[config.mk]
export PLATFORM = sky130hd
export DESIGN_NAME = aopt_fifo
export DESIGN_NICKNAME = d
export VERILOG_FILES = /design/src/design/aopt_pkg.sv /design/src/design/aopt_fifo.sv
export SDC_FILE = /design/constraint.sdc
export NUM_CORES = 1
export LEC_CHECK = 0
export ABC_AREA = 1
export BUFFER_PORTS_ARGS = -buffer_cell sky130_fd_sc_hd__buf_2
export CAP_MARGIN = 10
export CORE_UTILIZATION = 55
export CTS_CLUSTER_DIAMETER = 50
export DETAILED_ROUTE_END_ITERATION = 12
export GPL_TIMING_DRIVEN = 0
export HOLD_SLACK_MARGIN = 0.06
export PLACE_DENSITY_LB_ADDON = 0.05
export SYNTH_ARGS = -nofsm -noshare
export SYNTH_HDL_FRONTEND = slang
export SYNTH_SLANG_ARGS = --single-unit
[constraint.sdc]
create_clock -name i_clk -period 11.45 [get_ports i_clk]
set_input_delay 2.29 -clock i_clk [delete_from_list [all_inputs] [get_ports i_clk]]
set_output_delay 2.29 -clock i_clk [all_outputs]
set_load 0.01 [all_outputs]
[src/design/aopt_pkg.sv]
// Shared types and constants for the onset/pitch note trigger.
// Used by the front end, job queue, back end and top level; no dependencies.
package aopt_pkg;

    localparam int SUM_W   = 48;
    localparam int CNT_W   = 16;
    localparam int FRM_W   = 14;
    localparam int LEVEL_W = 24;
    localparam int Q16_W   = 17;

    localparam logic [2:0] REG_BODY  = 3'd0;
    localparam logic [2:0] REG_EXC   = 3'd1;
    localparam logic [2:0] REG_MORPH = 3'd2;
    localparam logic [2:0] REG_SRATE = 3'd3;
    localparam logic [2:0] REG_WLEN  = 3'd4;

    localparam logic [0:0] EV_OFF = 1'b0;
    localparam logic [0:0] EV_ON  = 1'b1;

    typedef struct packed {
        logic signed [23:0] left_sample;
        logic signed [23:0] right_sample;
        logic               block_end;
    } t_in_word;

    typedef struct packed {
        logic        event_kind;
        logic [6:0]  note_number;
        logic [16:0] note_velocity;
        logic        last_event;
    } t_out_word;

    typedef struct packed {
        logic [16:0] body_size;
        logic [16:0] excite_level;
        logic [16:0] morph_amount;
        logic [17:0] sample_rate_hz;
        logic [12:0] window_length;
    } t_cfg;

    typedef struct packed {
        logic [SUM_W-1:0] sum;
        logic [FRM_W-1:0] n;
        logic [CNT_W-1:0] flips;
        logic [CNT_W-1:0] wlen;
    } t_job;

    // lower rounding edges of notes 36..47, Hz in Q.16
    function automatic logic [22:0] note_edge(input logic [3:0] k);
        logic [22:0] e;
        unique case (k)
            4'd0:    e = 23'd4164446;
            4'd1:    e = 23'd4412077;
            4'd2:    e = 23'd4674432;
            4'd3:    e = 23'd4952388;
            4'd4:    e = 23'd5246873;
            4'd5:    e = 23'd5558868;
            4'd6:    e = 23'd5889416;
            4'd7:    e = 23'd6239618;
            4'd8:    e = 23'd6610645;
            4'd9:    e = 23'd7003735;
            4'd10:   e = 23'd7420199;
            4'd11:   e = 23'd7861427;
            default: e = 23'd7861427;
        endcase
        return e;
    endfunction

endpackage

[src/design/aopt_fifo.sv]
// Two-entry job queue between front and back end.
// Uses aopt_pkg.
module aopt_fifo (
    input  logic           i_clk,
    input  logic           i_rst_n,
    input  logic           i_wr_valid,
    output logic           o_wr_ready,
    input  aopt_pkg::t_job i_wr_job,
    output logic           o_rd_valid,
    input  logic           i_rd_ready,
    output aopt_pkg::t_job o_rd_job
);
    aopt_pkg::t_job r_mem [2];
    logic           r_wp;
    logic           r_rp;
    logic [1:0]     r_cnt;
    logic           push;
    logic           pop;

    assign o_wr_ready = (r_cnt != 2'd2);
    assign o_rd_valid = (r_cnt != 2'd0);
    assign o_rd_job   = r_mem[r_rp];
    assign push       = i_wr_valid && o_wr_ready;
    assign pop        = o_rd_valid && i_rd_ready;

    always_ff @(posedge i_clk) begin
        if (push) begin
            r_mem[r_wp] <= i_wr_job;
        end
        if (!i_rst_n) begin
            r_wp  <= 1'b0;
            r_rp  <= 1'b0;
            r_cnt <= 2'd0;
        end else begin
            if (push) begin
                r_wp <= ~r_wp;
            end
            if (pop) begin
                r_rp <= ~r_rp;
            end
            if (push && !pop) begin
                r_cnt <= r_cnt + 2'd1;
            end else if (pop && !push) begin
                r_cnt <= r_cnt - 2'd1;
            end
        end
    end
endmodule

# Word-level counts from Yosys, hierarchy flattened
# Memory sizes are Yosys's and may differ from the RTL's. A register that Yosys moved wholly into a read port is not among the register bits.
# Index checks and enable logic that the tools add are counted.
[word_totals]
input_bits = 98
ff_bits = 4
output_inout_bits = 96
mem_bits_rw = 188
n_memories = 1
[memory_table]
columns = ["memory", "depth", "word_bits", "rd", "rd_clocked_by_memory_dff", "wr", "line_no", "source"]
rows = [
  ["r_mem", 2, 94, 1, 1, 1, "aopt_fifo.sv:13", "aopt_pkg::t_job r_mem [2];"],
]
[op_classes]
bitwise = 2
mux = 6
eq_ne = 1
add_sub_neg = 2
reduce_logical = 8
[op_table]
columns = ["operator", "count"]
rows = [
  ["logical AND 1 bit", 4],
  ["two-way mux 1 bit", 4],
  ["two-way mux 2 bit", 2],
  ["nonzero test 2 bit", 2],
  ["adder 2 x 1 -> 2 bit (second input constant)", 1],
  ["zero test 1 bit", 2],
  ["inequality test 2 bit (second input constant)", 1],
  ["inverter 1 bit", 2],
  ["subtractor 2 x 1 -> 2 bit (second input constant)", 1],
]

# Logic depth before layout (Yosys ltp)
# Gate-level depths: netlist (run 1).
[depth]
word_depth = 6
depth_mapped = 11
mapped_depth_nobuf = 11

# Least setup slack after synthesis (run 1)
# No wires, ideal clock.
[synth_path]
path_kind = "input -> register"
start = "input i_wr_valid"
end = "memory r_mem[0][0] (netlist bit), enable pin"
setup_slack_ns = 4.606
t_arrival_ns = 6.296
path_stages = 2
setup_ns = 0.547
path_cell_list = "nand2_1 > nor2_1"
[synth_via]
elab_chain_cells = 3
[synth_lines]
columns = ["item", "line_no", "source"]
rows = [
  ["start, declared", "aopt_fifo.sv:6", "input logic i_wr_valid,"],
  ["logical AND 1 bit", "aopt_fifo.sv:23", "assign push = i_wr_valid && o_wr_ready;"],
  ["two-way mux 1 bit", "aopt_fifo.sv:27", "if (push) begin"],
  ["two-way mux 1 bit (implied by the code)", "aopt_fifo.sv:28", "r_mem[r_wp] <= i_wr_job;"],
  ["end, declared", "aopt_fifo.sv:13", ""],
]
# Every way passes these cells.

==> results.yml, run 1 <==
power:
  comb_power_share: 0.238
  swShare: 0.2601
  p_per_area_mw_per_mm2: 212.7
  cellLeakagePower_nw: 3.360
  vdd_drop_max_mv: 0.1333
  p_clk_frac: 0.279
  internal_power_w: 0.001398
  seq_power_share: 0.484
  power_switching_w: 0.0004915
global_routing:
  grt_max_degree: 34
  grt_usage: 0.1862
  grt_overflow: 0
  antenna_found_initial: 0
  grt_pass1_wl_um: 17560
  grt_pass1_vias: 3623
yosys:
  yosysSeqAreaShare: 0.8168
  synth.most_common_cell: "edfxtp_1"
  synth_warnings: 0
  synth.largest_area_cell: "edfxtp_1"
  syn-cell-area_mm2: 0.007034
  synth_edf_count: 188
  synthCells: 329
  synth_seq_cells: 193
  synth_ff_type: "edfxtp_1"
  synthTopCellsByArea: "edfxtp_1 80%, mux2_2 15%, dfxtp_1 1.4%"
  synthesis.nets: 428
  async_reset_ff_frac: 0
  synth.distinct_cells: 15
  syn_avg_cell_area_um2: 21.38
  synth.cells.most_frequent: "188 x edfxtp_1, 94 x mux2_2, 9 x nand2_1, 8 x inv_1, 8 x nor2_1"
  synth_top_area_share: 0.8026
placed_design:
  place.gp.congestion: 0.7106
  dp_cells: 696
  port_buffers: 193
  hpwlAfterDp_um: 8117
  place_area_mm2: 0.008353
run_status:
  outcome: "completed"
sta:
  fmax_ghz: 0.2499
  holdWs_ps: 508.8
  relSlewSlack: 0.6508
  fin_setup_tns_ps: 0
  maxSlewViolCount: 0
  min_period_over_period: 0.3495
  finalHoldViolations: 0
  setup-violations-final: 0
  finalClockSkew_ps: 7.959
  layout_min_cycle_time_ps: 4002
  worst_pin_slew_ps: 522.5
  rsz0062_at_grt: "no"
worst_setup_path:
  crit_path_end_kind: "primary output"
  critPathKind: "flop to primary output"
  worstPathArrival_ps: 1710
  worstPathMaxFanout: 10
  critPathLaunchType: "flop"
  crit_required_ps: 9160
finish:
  fin_area_mm2: 0.008882
  antenna_cells: 0
  fillers: 822
  drive_above_1_share: 0.5946
  area_growth_pct: 26.27
  nets: 646
  instances_no_fill: 728
die:
  die_w_um: 115.1
  rows: 40
  die_h_um: 115.1
  start_util: 0.5737
  die-area_mm2: 0.01325
  pin_count: 194
  core_region_area_mm2: 0.01226
clock_network:
  post_cts_resize_count: 0
  cts_tree: "done"
  htree_levels: 4
  holdBufCountCts: 0
  clk_pin_slew_ps: 60
  clock_path_buffers: 2
  cts_root_buffer: "clkbuf_16"
  cts.sink_count: 193
  cts_setup_buffers: 0
  cts_buffers: 17
  clk_latency_ps: 430
drt:
  wl_um: 11970
  first_pass_iters: 4
  num_vias: 3617
  drc: 0
  antenna_left: 0
  wire_per_inst_um: 16.44
  drtIter0Drc: 151
  routed_via_density: 4.968
flow_run:
  max_cap_viol_count: 0
min_path:
  hp-class: "flop to flop"
-- cells by family (layout without fill, tap and decap cells) --
family          count (synthesis)  in the layout  share of synthesized area
flops                         193            193                     0.8168
buf+inv                        18            249                    0.01708
compound gates                  4              4                   0.003201
mux                            94             94                     0.1505
fa+ha+maj                       1              1                   0.001778
simple gates                   19             19                    0.01067
-- placed cells by master (no fill, tap or decap), drive strengths merged --
master    netlist  final
o21a            1      1
mux2           94     94
nand3           1      1
o21ai           2      2
clkbuf          0     19
inv             8      8
edfxtp        188    188
dfxtp           5      5
buf            10    209
ha              1      1
a21oi           1      1
clkinvlp        0      2
nand2           9      9
clkinv          0     10
bufinv          0      1
nor2            8      8
nand4           1      1
-- power groups by stage --
stage	Sequential (W)	Combinational [W]	Clock, W
5_1_grt	0.000923	0.000486	0.000560
6_report	0.000914	0.000449	0.000526
2_1_floorplan	0.000938	0.000272	0
4_1_cts	0.000915	0.000457	0.000537
3_5_place_dp	0.000930	0.000454	0
3_3_place_gp	0.000950	0.000424	0
-- worst paths after layout --
kind | from | end | slack [ps] | depth (start not counted)
setup / recovery | flop | o_rd_job[30] | 7450 | 4
hold / removal | r_rp | r_rp | 510 | 2
setup reg to reg | r_cnt[0] | r_mem[1][49] | 9480 | 6
hold reg to reg | r_rp | r_rp | 510 | 2
-- through the flow --
stage | total power (W) | util | setup slack, ps
2_1_floorplan | 0.001210 | - | 4606
3_3_place_gp | 0.001374 | 0.6696 | 2376
3_5_place_dp | 0.001384 | 0.6812 | 7657
4_1_cts | 0.001908 | 0.7244 | 7404
5_1_grt | 0.001969 | 0.7244 | 7347
6_report | 0.001889 | 0.7244 | 7448
-- final cells by class --
class                      instances  area [um^2]  share of cell area
buffer                            10        90.09             0.01014
multi-input combinational        118         1184              0.1333
timing repair buffer             199         1094              0.1231
sequential                       193         5746              0.6469
inverter                           8        30.03            0.003381
clock inverter                    13        96.34             0.01085
tap                              168        210.2             0.02367
clock buffer                      19        432.9             0.04874
-- metal layers --
layer | track usage | routed length [um]
met5 | 0 | 0
met4 | 0.08312 | 212
met3 | 0.08065 | 991
met2 | 0.3181 | 6275
met1 | 0.2015 | 4492
-- worst max-delay path, stage by stage, from the launching register on --
cell,delay [ps]
dfxtp_1,370
buf_4,240
buf_6,180
mux2_2,340
buf_2,150
-- registers in the layout, summed over array words and instances (netlist names), named ones only --
| signal | cells |
|---|---|
| r_mem | 188 |
| r_wp | 1 |
| r_rp | 1 |
| r_cnt | 2 |
(Power assumes the default switching activity.)
==> run 2, diff against run 1 <==
- CORE_UTILIZATION: 55 -> 47
- clock period: 11.45 -> 3.65 ns (I/O delays scaled with it)
==> run 2 against run 1 <==
Register-to-register slack lost 7900 ps. Largest cell class unchanged. Critical endpoint is now o_rd_job[80]. Via count about the same. Global-route usage is 2.1 points lower. Final cell count rose by 2.2%. Die area increased by 17%. Combinational power increased to 3.1 times the previous value. Critical path depth stayed put.
==> results.yml, run 2 (synthesis gave the netlist of run 1 again) <==
finish:
  fillers: 1104
  layout_commonest_cell: "buf_2"
  drive_above_1_share: 0.5939
  largest_reg_flops: 188
  multi_input_area_mm2: 0.001184
  largest-register: "r_mem"
  final_cell_mix: "196 x buf_2, 188 x edfxtp_1, 94 x mux2_2, 17 x clkbuf_16, 9 x nand2_1"
  seq_area_mm2: 0.005746
  nets: 646
  instances_no_fill: 744
  reg.largest.list: "r_mem (188), r_cnt (2)"
  post-route-util: 0.6147
  area_growth_pct: 27.48
power:
  p_clk_frac: 0.304
  comb_power_share: 0.229
  internal_power_w: 0.004592
  swShare: 0.2522
  seq_power_share: 0.467
  power_switching_w: 0.001549
  cellLeakagePower_nw: 3.383
  p_per_area_mw_per_mm2: 684.8
  vdd_drop_max_mv: 0.3475
placed_design:
  dp_slack_ps: 1292
  dp_cells: 712
  place.gp.congestion: 0.7078
  port_buffers: 193
  hpwlAfterDp_um: 8305
run_status:
  outcome: "completed"
drt:
  wire_per_inst_um: 16.49
  num_vias: 3619
  antenna_left: 0
  drtIter0Drc: 133
  wl_um: 12270
  routed_via_density: 4.864
  drc: 0
  first_pass_iters: 4
die:
  die-area_mm2: 0.01546
  die_w_um: 124.3
  start_util: 0.4822
  rows: 44
  pin_count: 194
  die_h_um: 124.3
  core_region_area_mm2: 0.01459
worst_setup_path:
  worstPathMaxFanout: 10
  critPathLaunchType: "flop"
  worstPathArrival_ps: 1750
  crit_required_ps: 2920
  rr_startpoint: "r_cnt[0]"
  critPathKind: "flop to primary output"
  crit_path_end_kind: "primary output"
clock_network:
  clk_pin_slew_ps: 70
  htree_levels: 4
  cts_buffers: 17
  cts.sink_count: 193
  holdBufCountCts: 0
  clock_path_buffers: 2
  clk_latency_ps: 410
  cts_setup_buffers: 0
  cts_tree: "done"
  post_cts_resize_count: 0
  cts_root_buffer: "clkbuf_16"
sta:
  maxSlewViolCount: 0
  holdWs_ps: 498.5
  relSlewSlack: 0.6133
  min_period_over_period: 0.6795
  worst_pin_slew_ps: 578.6
  finalHoldViolations: 0
  fmax_ghz: 0.4032
  setup-violations-final: 0
  finalClockSkew_ps: 8.513
  worst_slack_ps: 1170
  fin_setup_tns_ps: 0
  layout_min_cycle_time_ps: 2480
  rsz0062_at_grt: "no"
global_routing:
  grt_usage: 0.1655
  grt_pass1_wl_um: 19110
  grt_pass1_vias: 3736
  grt_overflow: 0
  grt_max_degree: 33
  antenna_found_initial: 1
min_path:
  min_from: "i_wr_job[40]"
  hp-class: "primary input to flop"
flow_run:
  max_cap_viol_count: 0
run 2: cell types whose count changed in the layout (fill, tap and decap cells not counted), sizes merged:
cell,before,now
diode,0,1
bufinv,1,4
clkinv,10,6
run 2: through the flow:
stage / cell area (um^2) / power [W]
6_report: 8967 / 0.006141
5_1_grt: 8965 / 0.006418
4_1_cts: 8965 / 0.006224
3_5_place_dp: 8366 / 0.004349
3_3_place_gp: 8235 / 0.004293
2_1_floorplan: 7039 / 0.003776
run 2: area by class of cell:
type	count	area share
multi-input combinational	118	0.1320
sequential	193	0.6407
timing repair buffer	199	0.1211
tap	184	0.02567
clock buffer	19	0.04828
clock inverter	12	0.01856
antenna	1	0.0002791
inverter	8	0.003349
buffer	10	0.01005
run 2: critical path, cell delays in order, from the launching register on:
cell and delay [ps]:
dfxtp_1 390, buf_4 250, buf_6 190, mux2_2 350, buf_2 150
run 2: final timing paths:
path	slack, ps	to	cells after the start
min reg2reg	520	flop	2
max	1170	o_rd_job[80]	4
min	500	r_mem[0][40]	1
max reg2reg	1610	r_mem[1][35]	6
run 2: metal layers:
layer	vias up	part of all wire	GRT usage	routed length, um
li1	1725	-	-	-
met1	1751	0.40	0.1867	4897
met2	126	0.50	0.2762	6181
met3	17	0.084	0.07174	1026
met4	0	0.013	0.06378	165
met5	-	0	0	0
run 2: power groups by stage:
stage                     registers, W  logic (W)  clock network (W)
after global placement         0.00295    0.00135                  0
after CTS                      0.00287    0.00144            0.00192
after detailed placement       0.00292    0.00143                  0
final                          0.00287    0.00141            0.00187
after global routing           0.00289    0.00153            0.00200
after floorplan                0.00292   0.000857                  0
==> run 3, diff against run 2 <==
- clock period: 3.65 -> 2.2 ns (I/O delays scaled with it)
==> run 3 against run 2 <==
Clock-buffer cell count down 2. Utilization rose by 0.15 points. Flip-flop and latch count unchanged. Wire length grew 0.61%. First-iteration DRC count rose by 37%. Non-clock buffer count unchanged. Sequential power increased by 66%. Global-route usage up 0.17 points. Clock skew down 2.8 ps. Worst setup slack lost 1000 ps. Register-to-register slack worse by 1300 ps. Critical endpoint is now o_rd_job[29]. Largest power group unchanged.
==> results.yml, run 3 (synthesis gave the netlist of run 1 again) <==
run_status:
  outcome: "completed"
clock_network:
  cts_tree: "done"
  cts_buffers: 17
  cts.sink_count: 193
  cts_setup_buffers: 0
  htree_levels: 4
  clock_path_buffers: 2
  holdBufCountCts: 0
  cts_root_buffer: "clkbuf_16"
  post_cts_resize_count: 0
  clk_latency_ps: 420
  clk_pin_slew_ps: 70
placed_design:
  place.gp.congestion: 0.7234
  hpwlAfterDp_um: 8391
  port_buffers: 193
  place_area_mm2: 0.008389
finish:
  final_cell_mix: "196 x buf_2, 188 x edfxtp_1, 94 x mux2_2, 17 x clkbuf_16"
  largest-register: "r_mem"
  fin_area_mm2: 0.008989
  drive_above_1_share: 0.6064
  largest_reg_flops: 188
  antenna_cells: 0
  reg.largest.list: "r_mem (188), r_cnt (2)"
  nets: 646
  layout_commonest_cell: "buf_2"
  area_growth_pct: 27.78
  fillers: 1095
worst_setup_path:
  worst-path-buf-inv: 3
  worstPathMaxFanout: 10
  crit_path_end_kind: "primary output"
  path_cells: "buf_8 > buf_6 > mux2_2 > buf_2"
  critPathKind: "flop to primary output"
  worstPathArrival_ps: 1600
  critPathLaunchType: "flop"
  cp_top_family: "buffers and inverters"
  crit_required_ps: 1760
  cpPeakStageDelay_ps: 350
  slowest_stage: "dfxtp_2"
drt:
  maxUsedRoutingLayer: "met4"
  antenna_left: 0
  wire_per_inst_um: 16.62
  drc: 0
  wl_met1_um: 4994
  met3_wirelength_um: 943
  drtIter0Drc: 182
  routed_via_density: 4.913
  first_pass_iters: 4
  num_vias: 3650
  wl_met2_um: 6256
  wl_um: 12350
flow_run:
  max_cap_viol_count: 0
power:
  p_total_w: 0.01019
  p_per_area_mw_per_mm2: 1133
  comb_power_share: 0.232
  p_clk_frac: 0.301
  internal_power_w: 0.007537
  vdd_drop_max_mv: 0.6486
  seq_power_share: 0.468
  power_switching_w: 0.002649
  cellLeakagePower_nw: 3.388
  swShare: 0.2601
sta:
  min_period_over_period: 0.9293
  setup-violations-final: 0
  maxSlewViolCount: 0
  layout_min_cycle_time_ps: 2044
  finalHoldViolations: 0
  worst_pin_slew_ps: 709.0
  finalClockSkew_ps: 5.753
  fmax_ghz: 0.4891
  rsz0062_at_grt: "no"
  relSlewSlack: 0.5262
die:
  start_util: 0.4822
  die_w_um: 124.3
  die-area_mm2: 0.01546
  pin_count: 194
  core_region_area_mm2: 0.01459
  rows: 44
  die_h_um: 124.3
global_routing:
  grt_pass1_wl_um: 19110
  grt_overflow: 0
  grt_usage: 0.1672
  antenna_found_initial: 0
  grt_max_degree: 32
  grt_pass1_vias: 3753
min_path:
  hp-class: "primary input to flop"
[run 3: changes by cell type in the layout (fill, tap and decap cells not counted), sizes merged]
cell / change
diode: -1
bufinv: -1
inv: +2
clkbuf: -2
clkinvlp: +1
[run 3: metrics by stage]
step / setup slack [ps] / hold WS [ps] / utilization / setup TNS [ps] / instances
after CTS: 10.54 / 179.1 / 0.6155 / 0 / 743
after global routing: 62.19 / 171.8 / 0.6161 / 0 / 743
after global placement: -1045 / 481.9 / 0.5663 / -193770 / 706
final: 155.6 / 200.2 / 0.6161 / 0 / 743
after floorplan: -158.8 / 466.9 / - / -27950 / 329
after detailed placement: 135.1 / 510.6 / 0.5750 / 0 / 712
[run 3: final cells by class]
| type | count | area (um^2) | area share |
|---|---|---|---|
| repair buffers | 199 | 1094 | 0.1217 |
| multi-input cells | 118 | 1199 | 0.1334 |
| well taps | 184 | 230.2 | 0.02561 |
| flip-flops and latches | 193 | 5748 | 0.6395 |
| inverters | 8 | 30.03 | 0.003341 |
| plain buffers | 10 | 97.59 | 0.01086 |
| clock inverters | 14 | 165.2 | 0.01837 |
| clock buffers | 17 | 425.4 | 0.04733 |
[run 3: power by group through the flow]
stage	registers, W	logic [W]	clock network [W]
after detailed placement	0.00484	0.00240	0
final	0.00476	0.00236	0.00306
after global placement	0.00486	0.00226	0
after global routing	0.00481	0.00257	0.00327
after CTS	0.00477	0.00241	0.00314
after floorplan	0.00483	0.00144	0
[run 3: path summary, 6_finish.rpt]
check / start / slack (ps) / cells after the start / end
worst max-delay path: flop / 160 / 4 / o_rd_job[29]
worst min-delay path: i_wr_job[5] / 200 / 1 / r_mem[0][5]
worst max register to register: r_cnt[0] / 270 / 6 / r_mem[0][35]
worst min register to register: r_wp / 540 / 2 / r_wp
[run 3: worst register-to-register path: cells and delay by family (launching register included)]
kind                   cells  cell delay (ps)
and+or+nand+nor            3              720
buffers and inverters      3              560
DFF                        1              350
[run 3: per-layer routing]
metal / global-route usage / up-vias
li1: - / 1730
met1: 0.1927 / 1772
met2: 0.2749 / 137
met3: 0.06830 / 11
met4: 0.07087 / 0
met5: 0 / -
